## src/hw/rtl/priority_ordered_slot_list_defines.svh

```systemverilog
// assertion macros shared by the slot list rtl
`ifndef PRIORITY_ORDERED_SLOT_LIST_DEFINES_SVH
`define PRIORITY_ORDERED_SLOT_LIST_DEFINES_SVH
`ifndef ASSERT_OFF
`define POSL_ASSERT(lbl, clk, rst_n, prop, msg) \
    lbl: assert property (@(posedge clk) disable iff (!rst_n) prop) else $error(msg);
`define POSL_NEVER(lbl, clk, rst_n, cond, msg) \
    lbl: assert property (@(posedge clk) disable iff (!rst_n) !(cond)) else $error(msg);
`else
`define POSL_ASSERT(lbl, clk, rst_n, prop, msg)
`define POSL_NEVER(lbl, clk, rst_n, cond, msg)
`endif
`endif

```

## src/hw/rtl/posl_pkg.sv

```systemverilog
// shared types and constants of the priority ordered slot list
package posl_pkg;

    localparam int unsigned SLOTS_DEF = 32;
    localparam int unsigned ACTION_W  = 3;
    localparam int unsigned SLOT_W    = 5;
    localparam int unsigned PRIO_W    = 16;
    localparam int unsigned STATUS_W  = 2;

    typedef enum logic [ACTION_W-1:0] {
        ACT_CREATE = 3'd0,
        ACT_DELETE = 3'd1,
        ACT_REPRIO = 3'd2,
        ACT_WALK   = 3'd3,
        ACT_CLEAR  = 3'd4
    } action_t;

    typedef enum logic [STATUS_W-1:0] {
        STAT_OK     = 2'd0,
        STAT_FULL   = 2'd1,
        STAT_UNUSED = 2'd2,
        STAT_EMPTY  = 2'd3
    } status_t;

    typedef enum logic [3:0] {
        ST_IDLE,
        ST_POP,
        ST_INS_START,
        ST_INS_TAIL,
        ST_INS_CMP,
        ST_INS_HEAD,
        ST_INS_WALK,
        ST_LINK_RD,
        ST_LINK_PREV,
        ST_LINK_NEXT,
        ST_UNLINK,
        ST_WALK_HEAD,
        ST_WALK,
        ST_RESP
    } state_t;

    typedef struct packed {
        logic rd;
        logic pop;
        logic push;
    } fs_ctrl_t;

    typedef struct packed {
        logic full;
        logic empty;
    } fs_stat_t;

endpackage

```

## src/hw/rtl/posl_req_if.sv

```systemverilog
// request channel of the slot list
interface posl_req_if;
    logic                            valid;
    logic                            ready;
    logic [posl_pkg::ACTION_W-1:0]   action;
    logic [posl_pkg::SLOT_W-1:0]     slot;
    logic [posl_pkg::PRIO_W-1:0]     priority_req;

    modport source (output valid, action, slot, priority_req, input ready);
    modport sink (input valid, action, slot, priority_req, output ready);
endinterface

```

## src/hw/rtl/posl_rsp_if.sv

```systemverilog
// result channel of the slot list
interface posl_rsp_if;
    logic                            valid;
    logic                            ready;
    logic [posl_pkg::SLOT_W-1:0]     slot_out;
    logic [posl_pkg::STATUS_W-1:0]   status;
    logic                            last;

    modport source (output valid, slot_out, status, last, input ready);
    modport sink (input valid, slot_out, status, last, output ready);
endinterface

```

## src/hw/rtl/posl_link_ram.sv

```systemverilog
// one link memory of the ring, one read and one write port, sentinel reset value
module posl_link_ram #(
    parameter int unsigned SLOTS = posl_pkg::SLOTS_DEF,
    localparam int unsigned NW = $clog2(SLOTS + 1)
) (
    input  logic          clk,
    input  logic          rst_n,
    input  logic          rd_en,
    input  logic [NW-1:0] rd_addr,
    output logic [NW-1:0] rd_data,
    input  logic          wr_en,
    input  logic [NW-1:0] wr_addr,
    input  logic [NW-1:0] wr_data
);

    localparam logic [NW-1:0] SENT = NW'(SLOTS);

    logic [NW-1:0] link_mem [SLOTS + 1];
    logic [SLOTS:0] vld_reg;
    logic [NW-1:0] rd_data_reg;

    // entries never written read as a link to the sentinel
    always_ff @(posedge clk or negedge rst_n)
    begin
        if (!rst_n)
        begin
            vld_reg <= '0;
        end
        else if (wr_en)
        begin
            vld_reg[wr_addr] <= 1'b1;
        end
    end

    always_ff @(posedge clk)
    begin
        if (wr_en)
        begin
            link_mem[wr_addr] <= wr_data;
        end
        if (rd_en)
        begin
            rd_data_reg <= vld_reg[rd_addr] ? link_mem[rd_addr] : SENT;
        end
    end

    assign rd_data = rd_data_reg;

endmodule

```

## src/hw/rtl/posl_free_stack.sv

```systemverilog
// free slot stack with its top counter
module posl_free_stack #(
    parameter int unsigned SLOTS = posl_pkg::SLOTS_DEF,
    localparam int unsigned SW = $clog2(SLOTS),
    localparam int unsigned NW = $clog2(SLOTS + 1)
) (
    input  logic               clk,
    input  logic               rst_n,
    input  posl_pkg::fs_ctrl_t ctrl,
    input  logic [SW-1:0]      push_slot,
    output logic [SW-1:0]      rd_slot,
    output logic [NW-1:0]      count,
    output posl_pkg::fs_stat_t stat
);

    logic [SW-1:0] stack_mem [SLOTS];
    logic [SLOTS-1:0] vld_reg;
    logic [NW-1:0] top_reg;
    logic [SW-1:0] rd_slot_reg;
    logic [SW-1:0] rd_idx;
    logic [SW-1:0] wr_idx;
    logic          push_ok;

    assign rd_idx  = SW'(top_reg);
    assign wr_idx  = SW'(top_reg - NW'(1));
    assign push_ok = ctrl.push && (top_reg != '0);

    always_ff @(posedge clk or negedge rst_n)
    begin
        if (!rst_n)
        begin
            top_reg <= '0;
            vld_reg <= '0;
        end
        else if (ctrl.pop)
        begin
            top_reg <= top_reg + NW'(1);
        end
        else if (push_ok)
        begin
            top_reg         <= top_reg - NW'(1);
            vld_reg[wr_idx] <= 1'b1;
        end
    end

    // an entry never pushed still holds its own index
    always_ff @(posedge clk)
    begin
        if (push_ok)
        begin
            stack_mem[wr_idx] <= push_slot;
        end
        if (ctrl.rd)
        begin
            rd_slot_reg <= vld_reg[rd_idx] ? stack_mem[rd_idx] : rd_idx;
        end
    end

    assign rd_slot    = rd_slot_reg;
    assign count      = top_reg;
    assign stat.full  = (top_reg == NW'(SLOTS));
    assign stat.empty = (top_reg == '0);

endmodule

```

## src/hw/rtl/priority_ordered_slot_list.sv

```systemverilog
// top level: sequencer, priority memory and slot flags of the priority ordered slot list
//
//  channel | dir | handshake     | payload
//  req     | in  | valid / ready | action, slot, priority_req
//  rsp     | out | valid / ready | slot_out, status, last
//
// one request at a time; create and change priority link the entry directly when appended
// and after an ordered search, one entry passed per step, when it goes ahead of the tail
// delete unlinks and frees the slot, walk and delete all go slot by slot, errors respond directly
// the single read port of each link memory sets the pace, one list step a cycle when not held
// asynchronous reset; unwritten link and stack entries read as their reset contents
// a full result register holds the sequencer; a new request is taken while one waits

`include "priority_ordered_slot_list_defines.svh"

module priority_ordered_slot_list #(
    parameter int unsigned SLOTS = posl_pkg::SLOTS_DEF
) (
    input  logic              clk,
    input  logic              rst_n,
    posl_req_if.sink          req,
    posl_rsp_if.source        rsp
);

    localparam int unsigned SW = $clog2(SLOTS);
    localparam int unsigned NW = $clog2(SLOTS + 1);
    localparam int unsigned CW = (NW > posl_pkg::SLOT_W) ? NW : posl_pkg::SLOT_W;
    localparam logic [NW-1:0] SENT = NW'(SLOTS);

    posl_pkg::state_t  state_reg, state_next;
    posl_pkg::action_t act_reg, act_next;
    logic [posl_pkg::PRIO_W-1:0] prio_reg, prio_next;
    logic [NW-1:0] s_reg, s_next;
    logic [NW-1:0] at_reg, at_next;
    logic [NW-1:0] cur_reg, cur_next;
    logic [posl_pkg::SLOT_W-1:0] resp_slot_reg, resp_slot_next;
    posl_pkg::status_t resp_status_reg, resp_status_next;

    logic [SLOTS-1:0] in_use_reg;
    logic use_set;
    logic use_clr;
    logic [SW-1:0] use_idx;

    logic [posl_pkg::PRIO_W-1:0] prio_mem [SLOTS];
    logic [posl_pkg::PRIO_W-1:0] pr_rdata_reg;
    logic pr_rd_en;
    logic [SW-1:0] pr_rd_addr;
    logic prio_we;
    logic [SW-1:0] prio_waddr;
    logic [posl_pkg::PRIO_W-1:0] prio_wdata;

    logic nx_rd_en, nx_wr_en;
    logic [NW-1:0] nx_rd_addr, nx_rdata, nx_wr_addr, nx_wr_data;
    logic pv_rd_en, pv_wr_en;
    logic [NW-1:0] pv_rd_addr, pv_rdata, pv_wr_addr, pv_wr_data;

    posl_pkg::fs_ctrl_t fs_ctrl;
    posl_pkg::fs_stat_t fs_stat;
    logic [NW-1:0] fs_count;
    logic [SW-1:0] fs_rdata;
    logic [SW-1:0] fs_push_slot;

    logic out_valid_reg;
    logic [posl_pkg::SLOT_W-1:0] out_slot_reg;
    logic [posl_pkg::STATUS_W-1:0] out_status_reg;
    logic out_last_reg;
    logic rsp_load;
    logic [posl_pkg::SLOT_W-1:0] rsp_slot_next;
    posl_pkg::status_t rsp_status_next;
    logic rsp_last_next;
    logic rsp_free;

    logic req_fire;
    logic slot_ok;
    logic [SW-1:0] req_idx;

    posl_link_ram #(.SLOTS(SLOTS)) u_next_ram (
        .clk     (clk),
        .rst_n   (rst_n),
        .rd_en   (nx_rd_en),
        .rd_addr (nx_rd_addr),
        .rd_data (nx_rdata),
        .wr_en   (nx_wr_en),
        .wr_addr (nx_wr_addr),
        .wr_data (nx_wr_data)
    );

    posl_link_ram #(.SLOTS(SLOTS)) u_prev_ram (
        .clk     (clk),
        .rst_n   (rst_n),
        .rd_en   (pv_rd_en),
        .rd_addr (pv_rd_addr),
        .rd_data (pv_rdata),
        .wr_en   (pv_wr_en),
        .wr_addr (pv_wr_addr),
        .wr_data (pv_wr_data)
    );

    posl_free_stack #(.SLOTS(SLOTS)) u_free_stack (
        .clk       (clk),
        .rst_n     (rst_n),
        .ctrl      (fs_ctrl),
        .push_slot (fs_push_slot),
        .rd_slot   (fs_rdata),
        .count     (fs_count),
        .stat      (fs_stat)
    );

    assign req.ready = (state_reg == posl_pkg::ST_IDLE);
    assign req_fire  = req.valid && req.ready;
    assign slot_ok   = CW'(req.slot) < CW'(SLOTS);
    assign req_idx   = SW'(req.slot);
    assign rsp_free  = !out_valid_reg || rsp.ready;

    always_comb
    begin
        state_next       = state_reg;
        act_next         = act_reg;
        prio_next        = prio_reg;
        s_next           = s_reg;
        at_next          = at_reg;
        cur_next         = cur_reg;
        resp_slot_next   = resp_slot_reg;
        resp_status_next = resp_status_reg;

        use_set      = 1'b0;
        use_clr      = 1'b0;
        use_idx      = SW'(s_reg);
        pr_rd_en     = 1'b0;
        pr_rd_addr   = SW'(cur_reg);
        prio_we      = 1'b0;
        prio_waddr   = SW'(s_reg);
        prio_wdata   = prio_reg;
        nx_rd_en     = 1'b0;
        nx_rd_addr   = SENT;
        nx_wr_en     = 1'b0;
        nx_wr_addr   = SENT;
        nx_wr_data   = SENT;
        pv_rd_en     = 1'b0;
        pv_rd_addr   = SENT;
        pv_wr_en     = 1'b0;
        pv_wr_addr   = SENT;
        pv_wr_data   = SENT;
        fs_ctrl      = '0;
        fs_push_slot = SW'(s_reg);

        rsp_load        = 1'b0;
        rsp_slot_next   = resp_slot_reg;
        rsp_status_next = resp_status_reg;
        rsp_last_next   = 1'b1;

        case (state_reg)
            posl_pkg::ST_IDLE:
            begin
                if (req_fire)
                begin
                    act_next  = posl_pkg::action_t'(req.action);
                    prio_next = req.priority_req;
                    case (req.action)
                        posl_pkg::ACT_CREATE:
                        begin
                            if (fs_stat.full)
                            begin
                                resp_slot_next   = '0;
                                resp_status_next = posl_pkg::STAT_FULL;
                                state_next       = posl_pkg::ST_RESP;
                            end
                            else
                            begin
                                fs_ctrl.rd = 1'b1;
                                state_next = posl_pkg::ST_POP;
                            end
                        end
                        posl_pkg::ACT_DELETE, posl_pkg::ACT_REPRIO:
                        begin
                            resp_slot_next = req.slot;
                            if (!(slot_ok && in_use_reg[req_idx]))
                            begin
                                resp_status_next = posl_pkg::STAT_UNUSED;
                                state_next       = posl_pkg::ST_RESP;
                            end
                            else
                            begin
                                s_next     = NW'(req.slot);
                                nx_rd_en   = 1'b1;
                                nx_rd_addr = NW'(req.slot);
                                pv_rd_en   = 1'b1;
                                pv_rd_addr = NW'(req.slot);
                                if (req.action == posl_pkg::ACT_REPRIO)
                                begin
                                    prio_we    = 1'b1;
                                    prio_waddr = req_idx;
                                    prio_wdata = req.priority_req;
                                end
                                state_next = posl_pkg::ST_UNLINK;
                            end
                        end
                        posl_pkg::ACT_WALK, posl_pkg::ACT_CLEAR:
                        begin
                            if (fs_stat.empty)
                            begin
                                resp_slot_next   = '0;
                                resp_status_next = posl_pkg::STAT_EMPTY;
                                state_next       = posl_pkg::ST_RESP;
                            end
                            else
                            begin
                                nx_rd_en   = 1'b1;
                                nx_rd_addr = SENT;
                                state_next = posl_pkg::ST_WALK_HEAD;
                            end
                        end
                        default:
                        begin
                            state_next = posl_pkg::ST_IDLE;
                        end
                    endcase
                end
            end

            posl_pkg::ST_POP:
            begin
                s_next      = NW'(fs_rdata);
                prio_we     = 1'b1;
                prio_waddr  = fs_rdata;
                prio_wdata  = prio_reg;
                use_set     = 1'b1;
                use_idx     = fs_rdata;
                fs_ctrl.pop = 1'b1;
                state_next  = posl_pkg::ST_INS_START;
            end

            posl_pkg::ST_INS_START:
            begin
                pv_rd_en   = 1'b1;
                pv_rd_addr = SENT;
                state_next = posl_pkg::ST_INS_TAIL;
            end

            posl_pkg::ST_INS_TAIL:
            begin
                if (pv_rdata == SENT)
                begin
                    at_next    = SENT;
                    state_next = posl_pkg::ST_LINK_RD;
                end
                else
                begin
                    pr_rd_en   = 1'b1;
                    pr_rd_addr = SW'(pv_rdata);
                    state_next = posl_pkg::ST_INS_CMP;
                end
            end

            posl_pkg::ST_INS_CMP:
            begin
                // equal priorities go behind the tail
                if (pr_rdata_reg <= prio_reg)
                begin
                    at_next    = SENT;
                    state_next = posl_pkg::ST_LINK_RD;
                end
                else
                begin
                    nx_rd_en   = 1'b1;
                    nx_rd_addr = SENT;
                    state_next = posl_pkg::ST_INS_HEAD;
                end
            end

            posl_pkg::ST_INS_HEAD:
            begin
                cur_next   = nx_rdata;
                nx_rd_en   = 1'b1;
                nx_rd_addr = nx_rdata;
                pr_rd_en   = (nx_rdata != SENT);
                pr_rd_addr = SW'(nx_rdata);
                state_next = posl_pkg::ST_INS_WALK;
            end

            posl_pkg::ST_INS_WALK:
            begin
                // link and priority of cur arrive together; next step read is issued at once
                if (cur_reg == SENT || pr_rdata_reg > prio_reg)
                begin
                    at_next    = cur_reg;
                    state_next = posl_pkg::ST_LINK_RD;
                end
                else
                begin
                    cur_next   = nx_rdata;
                    nx_rd_en   = 1'b1;
                    nx_rd_addr = nx_rdata;
                    pr_rd_en   = (nx_rdata != SENT);
                    pr_rd_addr = SW'(nx_rdata);
                end
            end

            posl_pkg::ST_LINK_RD:
            begin
                pv_rd_en   = 1'b1;
                pv_rd_addr = at_reg;
                state_next = posl_pkg::ST_LINK_PREV;
            end

            posl_pkg::ST_LINK_PREV:
            begin
                nx_wr_en   = 1'b1;
                nx_wr_addr = pv_rdata;
                nx_wr_data = s_reg;
                pv_wr_en   = 1'b1;
                pv_wr_addr = s_reg;
                pv_wr_data = pv_rdata;
                state_next = posl_pkg::ST_LINK_NEXT;
            end

            posl_pkg::ST_LINK_NEXT:
            begin
                pv_wr_en         = 1'b1;
                pv_wr_addr       = at_reg;
                pv_wr_data       = s_reg;
                nx_wr_en         = 1'b1;
                nx_wr_addr       = s_reg;
                nx_wr_data       = at_reg;
                resp_slot_next   = posl_pkg::SLOT_W'(s_reg);
                resp_status_next = posl_pkg::STAT_OK;
                state_next       = posl_pkg::ST_RESP;
            end

            posl_pkg::ST_UNLINK:
            begin
                nx_wr_en   = 1'b1;
                nx_wr_addr = pv_rdata;
                nx_wr_data = nx_rdata;
                pv_wr_en   = 1'b1;
                pv_wr_addr = nx_rdata;
                pv_wr_data = pv_rdata;
                if (act_reg == posl_pkg::ACT_DELETE)
                begin
                    use_clr          = 1'b1;
                    use_idx          = SW'(s_reg);
                    fs_ctrl.push     = 1'b1;
                    fs_push_slot     = SW'(s_reg);
                    resp_status_next = posl_pkg::STAT_OK;
                    state_next       = posl_pkg::ST_RESP;
                end
                else
                begin
                    state_next = posl_pkg::ST_INS_START;
                end
            end

            posl_pkg::ST_WALK_HEAD:
            begin
                cur_next   = nx_rdata;
                nx_rd_en   = 1'b1;
                nx_rd_addr = nx_rdata;
                state_next = posl_pkg::ST_WALK;
            end

            posl_pkg::ST_WALK:
            begin
                // nx_rdata is the successor of cur; it is held while the result register is full
                if (rsp_free)
                begin
                    rsp_load        = 1'b1;
                    rsp_slot_next   = posl_pkg::SLOT_W'(cur_reg);
                    rsp_status_next = posl_pkg::STAT_OK;
                    rsp_last_next   = (nx_rdata == SENT);
                    if (act_reg == posl_pkg::ACT_CLEAR)
                    begin
                        // cur is always the head here, so its predecessor is the sentinel
                        nx_wr_en     = 1'b1;
                        nx_wr_addr   = SENT;
                        nx_wr_data   = nx_rdata;
                        pv_wr_en     = 1'b1;
                        pv_wr_addr   = nx_rdata;
                        pv_wr_data   = SENT;
                        use_clr      = 1'b1;
                        use_idx      = SW'(cur_reg);
                        fs_ctrl.push = 1'b1;
                        fs_push_slot = SW'(cur_reg);
                    end
                    if (nx_rdata == SENT)
                    begin
                        state_next = posl_pkg::ST_IDLE;
                    end
                    else
                    begin
                        cur_next   = nx_rdata;
                        nx_rd_en   = 1'b1;
                        nx_rd_addr = nx_rdata;
                    end
                end
            end

            posl_pkg::ST_RESP:
            begin
                if (rsp_free)
                begin
                    rsp_load        = 1'b1;
                    rsp_slot_next   = resp_slot_reg;
                    rsp_status_next = resp_status_reg;
                    rsp_last_next   = 1'b1;
                    state_next      = posl_pkg::ST_IDLE;
                end
            end

            default:
            begin
                state_next = posl_pkg::ST_IDLE;
            end
        endcase
    end

    always_ff @(posedge clk or negedge rst_n)
    begin
        if (!rst_n)
        begin
            state_reg <= posl_pkg::ST_IDLE;
        end
        else
        begin
            state_reg <= state_next;
        end
    end

    always_ff @(posedge clk)
    begin
        act_reg         <= act_next;
        prio_reg        <= prio_next;
        s_reg           <= s_next;
        at_reg          <= at_next;
        cur_reg         <= cur_next;
        resp_slot_reg   <= resp_slot_next;
        resp_status_reg <= resp_status_next;
    end

    always_ff @(posedge clk or negedge rst_n)
    begin
        if (!rst_n)
        begin
            in_use_reg <= '0;
        end
        else if (use_set)
        begin
            in_use_reg[use_idx] <= 1'b1;
        end
        else if (use_clr)
        begin
            in_use_reg[use_idx] <= 1'b0;
        end
    end

    always_ff @(posedge clk)
    begin
        if (prio_we)
        begin
            prio_mem[prio_waddr] <= prio_wdata;
        end
        if (pr_rd_en)
        begin
            pr_rdata_reg <= prio_mem[pr_rd_addr];
        end
    end

    always_ff @(posedge clk or negedge rst_n)
    begin
        if (!rst_n)
        begin
            out_valid_reg <= 1'b0;
        end
        else if (rsp_load)
        begin
            out_valid_reg <= 1'b1;
        end
        else if (rsp.ready)
        begin
            out_valid_reg <= 1'b0;
        end
    end

    always_ff @(posedge clk)
    begin
        if (rsp_load)
        begin
            out_slot_reg   <= rsp_slot_next;
            out_status_reg <= rsp_status_next;
            out_last_reg   <= rsp_last_next;
        end
    end

    assign rsp.valid    = out_valid_reg;
    assign rsp.slot_out = out_slot_reg;
    assign rsp.status   = out_status_reg;
    assign rsp.last     = out_last_reg;

    `POSL_ASSERT(a_count_matches_use, clk, rst_n, $countones(in_use_reg) == int'(fs_count), "slot flags disagree with free stack depth")
    `POSL_ASSERT(a_walk_not_sentinel, clk, rst_n, (state_reg == posl_pkg::ST_WALK) |-> (cur_reg != SENT), "walk reached the sentinel")
    `POSL_ASSERT(a_walk_emits_used, clk, rst_n, (state_reg == posl_pkg::ST_WALK && rsp_load) |-> in_use_reg[SW'(cur_reg)], "walk emitted a free slot")
    `POSL_ASSERT(a_last_ends_request, clk, rst_n, (rsp_load && rsp_last_next) |=> (state_reg == posl_pkg::ST_IDLE), "final result did not end the request")
    `POSL_NEVER(a_no_pop_when_full, clk, rst_n, fs_ctrl.pop && fs_stat.full, "pop from an exhausted free stack")

endmodule
```

## src/flat_wrapper.sv

```systemverilog
// flat-port wrapper written by rule: the top's interface ports become plain ports
module priority_ordered_slot_list_flat 
#(
    parameter int unsigned SLOTS = posl_pkg::SLOTS_DEF
)
  (clk, rst_n, req_valid, req_action, req_slot, req_priority_req, req_ready, rsp_valid, rsp_slot_out, rsp_status, rsp_last, rsp_ready);
  posl_req_if req_i ();
  posl_rsp_if rsp_i ();
  input  logic clk;
  input  logic rst_n;
  input wire logic [$bits(req_i.valid)-1:0] req_valid;
  input wire logic [$bits(req_i.action)-1:0] req_action;
  input wire logic [$bits(req_i.slot)-1:0] req_slot;
  input wire logic [$bits(req_i.priority_req)-1:0] req_priority_req;
  output wire logic [$bits(req_i.ready)-1:0] req_ready;
  output wire logic [$bits(rsp_i.valid)-1:0] rsp_valid;
  output wire logic [$bits(rsp_i.slot_out)-1:0] rsp_slot_out;
  output wire logic [$bits(rsp_i.status)-1:0] rsp_status;
  output wire logic [$bits(rsp_i.last)-1:0] rsp_last;
  input wire logic [$bits(rsp_i.ready)-1:0] rsp_ready;
  assign req_i.valid = req_valid;
  assign req_i.action = req_action;
  assign req_i.slot = req_slot;
  assign req_i.priority_req = req_priority_req;
  assign req_ready = req_i.ready;
  assign rsp_valid = rsp_i.valid;
  assign rsp_slot_out = rsp_i.slot_out;
  assign rsp_status = rsp_i.status;
  assign rsp_last = rsp_i.last;
  assign rsp_i.ready = rsp_ready;
  priority_ordered_slot_list #(.SLOTS(SLOTS)) u_core (.clk(clk), .rst_n(rst_n), .req(req_i), .rsp(rsp_i));
endmodule
```

## config.mk

```make
export PLATFORM = sky130hd
export DESIGN_NAME = priority_ordered_slot_list_flat
export DESIGN_NICKNAME = d
export VERILOG_FILES = /design/src/hw/rtl/posl_pkg.sv /design/src/hw/rtl/posl_req_if.sv /design/src/hw/rtl/posl_rsp_if.sv /design/src/hw/rtl/posl_link_ram.sv /design/src/hw/rtl/posl_free_stack.sv /design/src/hw/rtl/priority_ordered_slot_list.sv /design/src/flat_wrapper.sv
export VERILOG_INCLUDE_DIRS = /design/src /design/src/hw/rtl
export SDC_FILE = /design/constraint.sdc
export NUM_CORES = 2
export LEC_CHECK = 0
export BUFFER_PORTS_ARGS = -buffer_cell sky130_fd_sc_hd__buf_2
export CELL_PAD_IN_SITES_DETAIL_PLACEMENT = 0
export CELL_PAD_IN_SITES_GLOBAL_PLACEMENT = 1
export CORE_MARGIN = 1.5
export CORE_UTILIZATION = 58
export CTS_CLUSTER_DIAMETER = 100
export CTS_CLUSTER_SIZE = 8
export DETAILED_ROUTE_END_ITERATION = 16
export PLACE_DENSITY_LB_ADDON = 0.1
export SLEW_MARGIN = 40
export SYNTH_ARGS = -nofsm -noshare
export SYNTH_HDL_FRONTEND = slang
export SYNTH_SLANG_ARGS = --single-unit
```

## constraint.sdc

```tcl
create_clock -name clk -period 10.02 [get_ports clk]
set_input_delay 0 -clock clk [delete_from_list [all_inputs] [get_ports clk]]
set_output_delay 0 -clock clk [all_outputs]
set_load 0.01 [all_outputs]
```

==> key figures <==
Outcome
  • Status: finished clean

Timing
  • Max frequency: 179 MHz
  • Worst Clk Skew: 0.0383 ns
  • RSZ-0062 raised after global routing: false
  • Final hold violations: 0
  • Worst slew margin: 37.9%
  • Setup TNS: 0 ns
  • Min Clock Period, post-route: 5.59 ns
  • Final setup fails: 0
  • Setup WS post-layout: 4.43 ns
  • Slew at the pin closest to its max-slew limit: 0.928 ns
  • Tcrit/Tclk final: 55.8%
  • Max Slew Vio Count: 0

Setup path
  • Req. time, crit path: 10.60 ns
  • Crit start category: flop
  • Crit Path Max Fanout: 63
  • CP Class: flop to flop
  • R2R Setup Slk: roughly 4.4 ns
  • Critical path endpoint category: flop
  • Crit path arrival time: between 6 and 7 ns

Synth
  • Register area share after synthesis: 71.0%
  • Ys flop type: edfxtp_1
  • Yosys reg bits: 1293
  • Synth Instances: 3532
  • Post-synth top area share: 64.4%
  • Synth Warn #: 0
  • Cell Area, Synth: 0.0537 mm2
  • Most common cell in the netlist: edfxtp_1
  • Syn_area_per_cell: ~15 um2
  • Synth top cells by count: edfxtp_1 (1152), nand2_1 (427), mux2i_1 (304), nor2_1 (216), dfrtp_1 (141)
  • Leading area contributor after synthesis: edfxtp_1
  • Post-synth EDFFs: 1152
  • Synth area leaders: edfxtp_1 (64%), dfrtp_1 (6.6%), mux2i_1 (5.7%)
  • Mapped Nets: ~3600
  • Fraction of registers with async set/reset: 10.9%
  • Library cells used by synthesis: 95

Global routing
  • Largest net degree at the start of global routing: 72
  • Grt total ovfl: 0
  • Global-route wire length before repair: 200 mm
  • Gr usage total: 28.6%
  • Vias in the first global route: approximately 32000
  • Initial antenna violation count: 3

Clock network
  • Cts bufs inserted: 179
  • Clk sink count: 1293
  • Clock-pin slew on the worst setup and hold paths: ~0.050 ns
  • CTS max path bufs: 3
  • Postcts setup bufs: 0
  • Clk root buf: clkbuf_16
  • TritonCTS clock tree: done
  • H-tree levels: 4
  • Clock Latency Late Sink: 0.77 ns
  • # hold bufs at CTS: 42
  • Post_cts resized: 0

Route
  • Initial DRC count: 3692
  • Pre-antenna DRT Iters: 8
  • DR vias: 32100
  • WL per Instance: 26.7 um
  • Final wirelength: 134 mm
  • Drt via density: 6.40
  • Post-DRT Antenna Nets: 0
  • Drt drc: 0

Place
  • IO Port Bufs: 37
  • Routability congestion estimate: 0.902
  • Detail Placement HPWL: 81.8 mm
  • Place WS: about 4.5 ns
  • Placed Cells: 4669

Pwr
  • Worst VDD drop: 0.275 mV
  • Clock Power Share: 30.8%
  • Net Sw Power: around 6.1 mW
  • Sw Ratio: 33.9%
  • Leak pwr: 21.8 nW
  • Power Density: 292 mW/mm2
  • Comb pwr share: 31.7%
  • Pwr Total: roughly 18 mW
  • Int Pwr: 11.8 mW
  • Reg power frac: 37.5%

Floorplan
  • Initial Utilization: 58.6%
  • Row count: 111
  • IO Count: 38
  • Core area: between 0.09 and 0.1 mm2
  • Die Ht: 307 um
  • Die area: 0.0944 mm2
  • Die width: 307 um

Finish
  • Largest Register: u_core.prio_mem
  • Diode count: 0
  • Max reg flops: 512
  • Largest regs: u_core.prio_mem (512), u_core.u_next_ram.link_mem (198), u_core.u_prev_ram.link_mem (198)
  • Fin cells: 5012
  • Final net count: ~3800
  • Layout cells sized above 1: ~17%
  • Area growth, synth to finish: 14.0%

Min path
  • Worst hold path class: primary input to flop

Job
  • Max Cap Viol: 0
## worst paths after layout
| check | start | endpoint | cells past startpoint |
|---|---|---|---|
| min in group asynchronous | rst_n | u_core.u_free_stack.vld_reg[23] | 4 |
| worst min register to register | u_core.u_next_ram.vld_reg[17] | u_core.u_next_ram.vld_reg[17] | 2 |
| max in group asynchronous | rst_n | u_core.u_next_ram.vld_reg[25] | 5 |
| worst max register to register | u_core.prio_reg[15] | u_core.pr_rdata_reg[5] | 15 |
| worst max-delay path | u_core.prio_reg[15] | u_core.pr_rdata_reg[5] | 15 |
| worst min-delay path | req_priority_req[6] | u_core.prio_reg[6] | 2 |
## layer usage
metal  vias up  wire length [um]  track usage (%)
li1      14000                 -                -
met1     16500             57900             42.4
met2      1373             63300             44.4
met3       212             10300             4.83
met4         2              2600             7.61
met5         -                13                0
## cells in the final DEF, fill, tap and decap left out, drive strengths merged, types with 52 or more instances in the layout
cell type	count
a32oi	56
a21oi	135
dfrtp	141
inv	58
a22oi	52
nand2	430
mux2i	304
nor2	218
buf	143
edfxtp	1152
or2	96
mux4	103
a211oi	71
clkbuf	282
o21ai	107
## final cells by class
| cell class | instances | area, um2 |
|---|---|---|
| multi-input cells | 2002 | 14800 |
| well taps | 1186 | 1480 |
| flip-flops and latches | 1293 | 38100 |
| repair buffers | 184 | 1540 |
| clock inverters | 15 | 226 |
| clock buffers | 282 | 4890 |
| fillers | 6320 | 30400 |
| inverters | 50 | 188 |
## cells by family after synthesis
family | synth area share (%)
DFF | 71.0
and+or+nand+nor | 8.02
AOI/OAI and AO/OA | 7.74
muxes | 10.6
buffers and inverters | 2.09
adders and majority gates | 0.466
xor gates and xnor gates | 0.147
## stage by stage
stage	hold slack, ns	utilization (%)	area (um2)
6_report	0.0293	66.8	61200
5_1_grt	0.0219	66.8	61200
4_1_cts	0.00210	66.7	61100
3_5_place_dp	-0.117	60.6	55600
3_3_place_gp	-0.124	60.4	55300
2_1_floorplan	-0.296	-	53700
## power groups by stage
stage          combinational, mW  clock (mW)  sequential (mW)
2_1_floorplan               3.94           0             6.69
3_3_place_gp                5.42           0             6.79
3_5_place_dp                5.58           0             6.80
4_1_cts                     5.61        5.58             6.70
5_1_grt                     6.04        5.79             6.73
6_report                    5.67        5.51             6.71
## critical path, cell delays in order, from the launching register on
cell       delay, ns
edfxtp_1        0.32
inv_1           0.06
ha_1            0.32
nand4_2         0.17
nor4_2          0.34
a21boi_1        0.20
o31a_1          0.63
o21ai_2         0.19
nand2_1         0.23
a221o_4         0.57
buf_6           0.60
buf_4           0.68
mux2_2          0.28
a2bb2oi_1       0.16
nand4_1         0.26
a211oi_1        0.29
(Power assumes the default switching activity.)
